[src/rtl/rkbs_pkg.sv]
package rkbs_pkg;

  localparam int KEY_W = 27;
  localparam int TAG_W = 8;
  localparam int MAX_RECORDS_DEF = 64;

  // One stored record: key in the upper bits, tag below.
  typedef struct packed {
    logic [KEY_W-1:0] key;
    logic [TAG_W-1:0] tag;
  } rec_t;

endpackage

[src/rtl/rkbs_mem.sv]
module rkbs_mem #(
  parameter int MAX_RECORDS = rkbs_pkg::MAX_RECORDS_DEF,
  localparam int AW = (MAX_RECORDS > 1) ? $clog2(MAX_RECORDS) : 1
) (
  input  logic            clk,
  input  logic            we,
  input  logic [AW-1:0]   waddr,
  input  rkbs_pkg::rec_t  wdata,
  input  logic [AW-1:0]   raddr,
  output rkbs_pkg::rec_t  rdata
);
  import rkbs_pkg::*;

  rec_t mem [MAX_RECORDS];
  rec_t rdata_r;

  // Single write port, single registered read port; read returns old data.
  always_ff @(posedge clk) begin
    if (we) begin
      mem[waddr] <= wdata;
    end
    rdata_r <= mem[raddr];
  end

  assign rdata = rdata_r;

endmodule

[src/rtl/rkbs_ctrl.sv]
module rkbs_ctrl #(
  parameter int MAX_RECORDS = rkbs_pkg::MAX_RECORDS_DEF,
  localparam int AW = (MAX_RECORDS > 1) ? $clog2(MAX_RECORDS) : 1,
  localparam int CW = $clog2(MAX_RECORDS + 1)
) (
  input  logic                        clk,
  input  logic                        rst_n,
  input  logic                        in_valid,
  output logic                        in_stall,
  input  logic [rkbs_pkg::KEY_W-1:0]  in_key,
  input  logic [rkbs_pkg::TAG_W-1:0]  in_tag,
  input  logic                        in_last,
  output logic                        out_valid,
  input  logic                        out_stall,
  output logic [rkbs_pkg::KEY_W-1:0]  out_sorted_key,
  output logic [rkbs_pkg::TAG_W-1:0]  out_sorted_tag,
  output logic                        out_final_res,
  output logic                        out_overflow,
  output logic                        mem_we,
  output logic [AW-1:0]               mem_waddr,
  output rkbs_pkg::rec_t              mem_wdata,
  output logic [AW-1:0]               mem_raddr,
  input  rkbs_pkg::rec_t              mem_rdata
);
  import rkbs_pkg::*;

  typedef enum logic [2:0] {
    S_LOAD, S_FIRST, S_RUN, S_TAIL, S_ORD, S_OWAIT, S_OHOLD
  } state_t;

  state_t           state_r, state_nxt;
  logic [CW-1:0]    cnt_r, cnt_nxt;
  logic             dropped_r, dropped_nxt;
  logic [AW-1:0]    end_r, end_nxt;
  logic [AW-1:0]    last_idx_r, last_idx_nxt;
  logic [AW-1:0]    pos_r, pos_nxt;
  logic [AW-1:0]    out_idx_r, out_idx_nxt;
  rec_t             carry_r, carry_nxt;
  logic             out_valid_r, out_valid_nxt;
  logic [KEY_W-1:0] out_key_r, out_key_nxt;
  logic [TAG_W-1:0] out_tag_r, out_tag_nxt;
  logic             out_final_r, out_final_nxt;
  logic             out_ovf_r, out_ovf_nxt;

  logic             store;
  logic [CW-1:0]    n_cnt;
  logic [AW:0]      pos_p1;
  logic [AW:0]      pos_p2;
  logic             swap;

  assign store  = cnt_r < CW'(MAX_RECORDS);
  assign n_cnt  = cnt_r + CW'(store);
  assign pos_p1 = {1'b0, pos_r} + (AW+1)'(1);
  assign pos_p2 = {1'b0, pos_r} + (AW+1)'(2);
  assign swap   = carry_r.key > mem_rdata.key;

  always_comb begin
    state_nxt     = state_r;
    cnt_nxt       = cnt_r;
    dropped_nxt   = dropped_r;
    end_nxt       = end_r;
    last_idx_nxt  = last_idx_r;
    pos_nxt       = pos_r;
    out_idx_nxt   = out_idx_r;
    carry_nxt     = carry_r;
    out_valid_nxt = out_valid_r;
    out_key_nxt   = out_key_r;
    out_tag_nxt   = out_tag_r;
    out_final_nxt = out_final_r;
    out_ovf_nxt   = out_ovf_r;
    mem_we        = 1'b0;
    mem_waddr     = cnt_r[AW-1:0];
    mem_wdata     = '{key: in_key, tag: in_tag};
    mem_raddr     = '0;
    case (state_r)
      S_LOAD: begin
        if (in_valid) begin
          mem_we      = store;
          cnt_nxt     = n_cnt;
          dropped_nxt = dropped_r | ~store;
          if (in_last) begin
            last_idx_nxt = AW'(n_cnt - CW'(1));
            end_nxt      = AW'(n_cnt - CW'(1));
            // a single record needs no sort; read it after this write lands
            state_nxt    = (n_cnt < CW'(2)) ? S_ORD : S_FIRST;
          end
        end
      end
      S_FIRST: begin
        carry_nxt = mem_rdata;
        pos_nxt   = '0;
        mem_raddr = AW'(1);
        state_nxt = S_RUN;
      end
      S_RUN: begin
        // write the smaller back, carry the larger forward
        mem_we    = 1'b1;
        mem_waddr = pos_r;
        mem_wdata = swap ? mem_rdata : carry_r;
        carry_nxt = swap ? carry_r : mem_rdata;
        pos_nxt   = pos_p1[AW-1:0];
        if (pos_p1 == {1'b0, end_r}) begin
          state_nxt = S_TAIL;
        end else begin
          mem_raddr = pos_p2[AW-1:0];
        end
      end
      S_TAIL: begin
        mem_we    = 1'b1;
        mem_waddr = end_r;
        mem_wdata = carry_r;
        if (end_r == AW'(1)) begin
          out_idx_nxt = '0;
          state_nxt   = S_OWAIT;
        end else begin
          end_nxt   = end_r - AW'(1);
          state_nxt = S_FIRST;
        end
      end
      S_ORD: begin
        out_idx_nxt = '0;
        state_nxt   = S_OWAIT;
      end
      S_OWAIT: begin
        out_key_nxt   = mem_rdata.key;
        out_tag_nxt   = mem_rdata.tag;
        out_final_nxt = out_idx_r == last_idx_r;
        out_ovf_nxt   = dropped_r;
        out_valid_nxt = 1'b1;
        out_idx_nxt   = out_idx_r + AW'(1);
        state_nxt     = S_OHOLD;
      end
      S_OHOLD: begin
        if (!out_stall) begin
          out_valid_nxt = 1'b0;
          if (out_final_r) begin
            cnt_nxt     = '0;
            dropped_nxt = 1'b0;
            state_nxt   = S_LOAD;
          end else begin
            mem_raddr = out_idx_r;
            state_nxt = S_OWAIT;
          end
        end
      end
      default: begin
        state_nxt = S_LOAD;
      end
    endcase
  end

  always_ff @(posedge clk) begin
    end_r       <= end_nxt;
    last_idx_r  <= last_idx_nxt;
    pos_r       <= pos_nxt;
    out_idx_r   <= out_idx_nxt;
    carry_r     <= carry_nxt;
    out_key_r   <= out_key_nxt;
    out_tag_r   <= out_tag_nxt;
    out_final_r <= out_final_nxt;
    out_ovf_r   <= out_ovf_nxt;
    if (!rst_n) begin
      state_r     <= S_LOAD;
      cnt_r       <= '0;
      dropped_r   <= 1'b0;
      out_valid_r <= 1'b0;
    end else begin
      state_r     <= state_nxt;
      cnt_r       <= cnt_nxt;
      dropped_r   <= dropped_nxt;
      out_valid_r <= out_valid_nxt;
    end
  end

  assign in_stall       = state_r != S_LOAD;
  assign out_valid      = out_valid_r;
  assign out_sorted_key = out_key_r;
  assign out_sorted_tag = out_tag_r;
  assign out_final_res  = out_final_r;
  assign out_overflow   = out_ovf_r;

endmodule

[src/rtl/record_key_bubble_sorter_top.sv]
// Record key bubble sorter. Load a set of records (27-bit key, 8-bit tag),
// one word per cycle while in_stall is low, and mark the final word with
// in_last; the set is then sorted in ascending key order, equal keys
// keeping their load order, and sent out one word per record with
// out_final_res on the last one. Words that arrive once MAX_RECORDS are
// held are dropped, and every output word of that set shows out_overflow.
// For a set of n stored records the sort runs n-1 passes over the single
// record memory; a pass over positions 0..e reads and writes that memory
// once per compare, between a first read and a closing write of the
// carried record. Each output word goes through the registered memory
// read, then the output register, and the next word is read only once
// the receiver has taken the current one. in_stall is high from the
// closing word until the final output word is taken; no new set is taken
// in meanwhile. Nothing needs clearing after reset: only entries written
// in the current set are read.
module record_key_bubble_sorter_top #(
  parameter int MAX_RECORDS = rkbs_pkg::MAX_RECORDS_DEF
) (
  input  logic                        clk,
  input  logic                        rst_n,
  input  logic                        in_valid,
  output logic                        in_stall,
  input  logic [rkbs_pkg::KEY_W-1:0]  in_key,
  input  logic [rkbs_pkg::TAG_W-1:0]  in_tag,
  input  logic                        in_last,
  output logic                        out_valid,
  input  logic                        out_stall,
  output logic [rkbs_pkg::KEY_W-1:0]  out_sorted_key,
  output logic [rkbs_pkg::TAG_W-1:0]  out_sorted_tag,
  output logic                        out_final_res,
  output logic                        out_overflow
);
  import rkbs_pkg::*;

  localparam int AW = (MAX_RECORDS > 1) ? $clog2(MAX_RECORDS) : 1;

  // memory access lines between the sequencer and the record store
  logic          mem_we;
  logic [AW-1:0] mem_waddr;
  logic [AW-1:0] mem_raddr;
  rec_t          mem_wdata;
  rec_t          mem_rdata;

  // Sequencer: load, bubble passes with the larger record carried in a
  // register, and readout through the output register.
  rkbs_ctrl #(.MAX_RECORDS(MAX_RECORDS)) u_ctrl (
    .clk            (clk),
    .rst_n          (rst_n),
    .in_valid       (in_valid),
    .in_stall       (in_stall),
    .in_key         (in_key),
    .in_tag         (in_tag),
    .in_last        (in_last),
    .out_valid      (out_valid),
    .out_stall      (out_stall),
    .out_sorted_key (out_sorted_key),
    .out_sorted_tag (out_sorted_tag),
    .out_final_res  (out_final_res),
    .out_overflow   (out_overflow),
    .mem_we         (mem_we),
    .mem_waddr      (mem_waddr),
    .mem_wdata      (mem_wdata),
    .mem_raddr      (mem_raddr),
    .mem_rdata      (mem_rdata)
  );

  // Record store: one write and one registered read per cycle.
  rkbs_mem #(.MAX_RECORDS(MAX_RECORDS)) u_mem (
    .clk   (clk),
    .we    (mem_we),
    .waddr (mem_waddr),
    .wdata (mem_wdata),
    .raddr (mem_raddr),
    .rdata (mem_rdata)
  );

endmodule

[config.mk]
export PLATFORM = sky130hd
export DESIGN_NAME = record_key_bubble_sorter_top
export DESIGN_NICKNAME = d
export VERILOG_FILES = /design/src/rtl/rkbs_pkg.sv /design/src/rtl/rkbs_mem.sv /design/src/rtl/rkbs_ctrl.sv /design/src/rtl/record_key_bubble_sorter_top.sv
export SDC_FILE = /design/constraint.sdc
export NUM_CORES = 2
export LEC_CHECK = 0
export CAP_MARGIN = 10
export CORE_MARGIN = 10
export CORE_UTILIZATION = 57
export DETAILED_ROUTE_END_ITERATION = 10
export DONT_BUFFER_PORTS = 1
export PLACE_DENSITY = 0.75
export SLEW_MARGIN = 10
export SYNTH_ARGS = -nofsm -noshare
export SYNTH_HDL_FRONTEND = slang
export SYNTH_SLANG_ARGS = --single-unit
[constraint.sdc]
create_clock -name clk -period 4.81 [get_ports clk]
set_clock_uncertainty 0.05 [all_clocks]
set_input_delay 0.481 -clock clk [delete_from_list [all_inputs] [get_ports clk]]
set_output_delay 0.481 -clock clk [all_outputs]
set_load 0.05 [all_outputs]
Word-level counts from Yosys, hierarchy flattened

Memory sizes are Yosys's and may differ from the RTL's. A register that Yosys moved wholly into a read port is not among the register bits.
Cells that the tools add are included.
Widths: inputs -> output; s select.

Flip-flop bits (word level): 108
Bits in latches: 0
RAM bits: 2,240
Bits in read-only memories: 0
Input port bits: 40
Output and inout bits: 39
Logic and storage cells: 96
Memories: 1

Add/sub/neg operators: 6
$mul: 0
Divide/modulo/power cells: 0
Order comparisons: 3
Equal/unequal tests: 17
Shift-type cells: 0
Multiplexer cells: 38
Bitwise operators: 2
Reduce and logical (&&, ||, !) cells: 15

Memory list:

| memory    | words | width | rd ports | clocked after Yosys merged registers in | wr ports | line           | text |
|---|---|---|---|---|---|---|---|
| u_mem.mem | 64    | 35    | 1        | 1                                       | 1        | rkbs_mem.sv:14 | `rec_t mem [MAX_RECORDS];` |

Operator list:

| operator            | count |
|---|---|
| $pmux 35 s2         | 2 |
| $mux 35             | 2 |
| $mux 6              | 7 |
| $pmux 6 s2          | 3 |
| $pmux 6 s3          | 2 |
| $gt 27x27->1        | 1 |
| $mux 3              | 7 |
| $mux 7              | 3 |
| $pmux 3 s7          | 1 |
| $pmux 7 s2          | 1 |
| $reduce_and 4->1    | 3 |
| $sub 6x1->6 const B | 2 |
| $ne 2x2->1 const B  | 5 |
| $eq 3x3->1 const B  | 3 |
| $reduce_bool 2->1   | 4 |
| $add 6x1->7 const B | 1 |
| $add 7x1->7         | 1 |
| $eq 7x6->1          | 1 |
| $lt 7x2->1 const B  | 1 |
| $lt 7x7->1 const B  | 1 |
| $mux 1              | 7 |
| $add 6x1->6 const B | 1 |
| $add 6x2->6 const B | 1 |
| $eq 3x2->1 const B  | 2 |
| 12 further kinds    | 19 |

Longest topological paths before layout

Depth after elaboration: 7
Gate-level depth with buffers: 16
Depth with buffers taken out: 12

By module

A second synthesis with hierarchy kept.

Cells, all modules: 4,392
Area, all modules: 92,190.9 µm²

Modules (own cells, without submodules):

| module    | instances | cells an instance | area an instance (µm²) | seq. area each (µm²) |
|---|---|---|---|---|
| rkbs_mem  | 1         | 3,835             | 86,167.6               | 67,965.2 |
| rkbs_ctrl | 1         | 557               | 6,023.3                | 3,123.0 |

Worst setup path before layout

OpenSTA, ideal clock, no wires.

Path type: register -> register
From: register, netlist name u_mem.rdata[9]
To: memory u_mem.mem[0][12] (netlist bit), data pin
Setup time: 0.549 ns
Data arrival time: 4.389 ns
Required time: 4.211 ns
Slack: -0.178 ns
Stages on the path, launching flop included: 14
Path buffers: 1
Clock period less this slack: 4.988 ns
Cells stage by stage: dfxtp_1 -> inv_1 -> ha_1 -> nor2b_1 -> o21a_1 -> o21a_1 -> o21ai_0 -> a21oi_1 -> o311a_1 -> o41ai_1 -> nor2_1 -> clkbuf_1 -> mux2i_1 -> a21oi_1

RTL lines:

| what             | line |
|---|---|
| end: declaration | rkbs_mem.sv:14 |

Final worst setup path

From: register u_ctrl.pos_r[2]
To: register, netlist name u_mem.rdata[14]

Longest elaborated chain between the ends: 4
Elaborated cells on any way between the ends: 5
Classes of those cells: 2 x add/sub; 1 x eq/ne; 2 x mux

Ends and longest elaborated chain:

| what                     | line             | text |
|---|---|---|
| start: declaration       | rkbs_ctrl.sv:36  | `logic [AW-1:0] pos_r, pos_nxt;` |
| start signal: assignment | rkbs_ctrl.sv:155 | `pos_r <= pos_nxt;` |
| $add 6x1->7              | rkbs_ctrl.sv:53  | `assign pos_p1 = {1'b0, pos_r} + (AW+1)'(1);` |
| $eq 7x6->1               | rkbs_ctrl.sv:102 | `if (pos_p1 == {1'b0, end_r}) begin` |
| $mux 6 *                 | rkbs_ctrl.sv:102 |  |
| $pmux 6 s3 *             | rkbs_ctrl.sv:75  | `case (state_r)` |

Every way passes the cells marked *; elsewhere a longest branch is shown, timed or not.
A chain may end at the register's enable or synchronous reset.

==> results.cfg <==
[run_status]
status = complete, no violations

[die]
die_w_um = 421
io-pin-count = 79
fp.coreArea_um2 = 160000
dieArea_um2 = 178000
num_rows = 147
die_y_um = 421
start_util_pct = 57.2

[global_route]
gr-usage-all-layers_pct = 26.4
grt-busiest-layer = met2
met2_usage_pct = 40.6
met1_usage_pct = 37.1
antenna_found_initial = 15
grt_pass1_vias = 47700
grt_first_pass_wirelength_um = 343000
grt_max_degree = 66
met3_usage_pct = 6.76
overflow = 0

[sta]
layout_min_cycle_time_ns = 4.69
min_period_over_period_pct = 97.4
rsz0062_at_grt = no
setup_tns_ns = 0
slew_headroom_pct = 13.0
max_clock_freq_mhz = 213
hold_viol_final = 0
finalMaxSlewViolations = 0
tightest_slew_ns = 1.30
setup_viol = 0

[synth]
synth.area.top_cells = edfxtp_1 76%, mux4_2 12%, a22oi_1 1.8%
synth_cell_types = 73
synthCells = 4469
synth_area_per_cell_um2 = 20.5
seq_area_frac_synth_pct = 77.4
synth_warnings = 0
synth_top_cell_area_share_pct = 76.4
synth_seq_cells = 2383
async_flop_share_pct = 0
syn_area_um2 = 91800
syn_nets = 4544
synth_edf_count = 2336
ys.flop_type = edfxtp_1
yosys.area.top_type = edfxtp_1

[final_layout]
final_cell_mix = 2336 x edfxtp_1, 490 x mux4_2, 225 x a22oi_1
final_area_um2 = 104000
fillers = 10100
syn2layout_area_growth_pct = 13.5
nets = 4792
drive_gt1_share_pct = 24.7
mostFrequentLayoutCell = edfxtp_1

[drt]
vias_per_cell = 6.87
ant_nets = 0
dr.first_iter.drc_count = 7356
drt-total-wl_um = 237000
dr.pass1.iters = 8
drc_errors = 0
num_vias = 48500
wl_per_cell_um = 33.5

[clocking]
clk_latency_ns = 0.85
path_clk_slew_ns = 0.06
cts_max_path_buffers = 3
cts_setup_buffers = 0
clock_sinks = 2383
numCtsBuffers = 214
htree_levels = 4
root_buffer = clkbuf_16
tritoncts = yes

[power]
p_per_area_nw_per_um2 = 569
p_leak_nw = 32.8
power.switching_w = 0.0178
clockPowerShare_pct = 28.5
power_frac_seq_pct = 44.6
intPower_w = 0.0414
swShare_pct = 30.1
combPwrFrac_pct = 26.9
max-vdd-ir-drop_mv = 0.769

[placement]
hpwlAfterDp_um = 133000
gp_congestion = 0.874
dpl_cell_area_um2 = 97200
io_buffers = 0

[worst_setup_path]
rrSetupSlack_ns = 0.12
critPathSlowestCell = or4_1
cp-end-kind = flip-flop
regToRegStartpoint = u_ctrl.pos_r[2]
crit_path_frequent_cell = buf_12
worst_ep_arrival_time_ns = 5.27
slowest_delay_ns = 0.65
worst_setup_path_start_kind = flip-flop
required_ns = 5.40
worstSetupPathType = reg2reg
path_buf_inv = 3
crit_start = u_ctrl.pos_r[2]
crit_fanout = 41
worstPathCellList = ha_1 > and2_1 > o221ai_1 > or3_4 > nor2_4 > o21a_4 > buf_12 > buf_12 > mux4_2 > a22oi_1 > buf_4 > a21oi_1 > or4_1
critPathTopFamily = simple AND/OR/NAND/NOR gates

[flow_run]
maxCapViolCount = 0

[min_path]
hold_class = in2reg
hp-start = in_valid
==> state kept, by name, indices dropped and copies added, names as in the netlist, 7 cells and up <==
name / count
u_mem.mem: 2240
u_ctrl.carry_r: 35
u_mem.rdata: 35
u_ctrl.out_sorted_key: 27
u_ctrl.out_sorted_tag: 8
u_ctrl.cnt_r: 7
==> what timing repair did <==
| action | in CTS | in global routing |
|---|---|---|
| hold buffers | 4 | 0 |
| endpoints found under the setup margin | 0 | 4 |
| hold endpoints to repair | 18 | 0 |
| gates resized for setup | 0 | 3 |
==> cells in the mapped netlist, types with 14 or more instances <==
| cell | instances |
|---|---|
| a211oi_1 | 14 |
| a21oi_1 | 148 |
| a22oi_1 | 225 |
| a31oi_1 | 27 |
| and3_1 | 23 |
| buf_1 | 23 |
| buf_2 | 71 |
| buf_4 | 27 |
| buf_6 | 14 |
| clkbuf_1 | 116 |
| dfxtp_1 | 47 |
| edfxtp_1 | 2336 |
| ha_1 | 35 |
| inv_1 | 38 |
| mux2i_1 | 114 |
| mux4_2 | 490 |
| nand2_1 | 181 |
| nand3_1 | 96 |
| nor2_1 | 166 |
| nor3_1 | 14 |
| o21ai_0 | 31 |
| xnor2_1 | 18 |
==> power groups by stage <==
stage               clock [W]  combinational, W  sequential [W]
global route           0.0178            0.0168          0.0265
global placement            0            0.0154          0.0268
CTS                    0.0170            0.0158          0.0264
detailed placement          0            0.0157          0.0269
floorplan                   0            0.0101          0.0266
finish                 0.0169            0.0159          0.0264
==> logic make-up after synthesis <==
group	Yosys count	share of synthesized area (%)
flops	2383	77.4
mux	604	13.3
compound gates	570	4.24
simple gates	555	2.78
buf+inv	290	1.51
fa+ha+maj	35	0.477
xor+xnor	32	0.322
==> path summary, 6_finish.rpt <==
kind | to | cells after the start
hold reg to reg | u_ctrl.out_overflow | 0
setup / recovery | u_mem.rdata[14] | 13
hold / removal | u_ctrl.cnt_r[6] | 3
setup reg to reg | u_mem.rdata[14] | 13
==> routing by layer <==
layer	vias up	part of all wire, %
li1	19100	-
met1	25100	36
met2	3790	47
met3	556	13
met4	10	3.6
met5	-	0.032
==> metrics by stage <==
step	util [%]	total power [W]	hold slack (ns)	worst slack, ns	std cells
floorplan	-	0.0366	0.359	0.165	4469
global placement	60.6	0.0422	0.375	0.241	6657
detailed placement	60.6	0.0425	0.382	0.119	6657
CTS	64.9	0.0593	0.00250	0.105	7063
global route	64.9	0.0612	0.0451	0.0154	7063
finish	65.0	0.0592	0.0534	0.125	7068
==> final cells by class <==
cell class	instances	area, um^2	area share (%)
sequential	2383	71100	68.2
multi-input combinational	1796	20300	19.5
clock buffer	278	5760	5.53
timing repair buffer	283	2960	2.85
tap	2160	2700	2.59
clock inverter	124	1170	1.12
inverter	39	146	0.141
antenna	5	12.5	0.0120
==> worst min-delay path, stage by stage <==
cell,delay [ns]
and2_1,0.21
nand3_1,0.12
a21boi_0,0.08
Power figures use the tool's default switching activity.
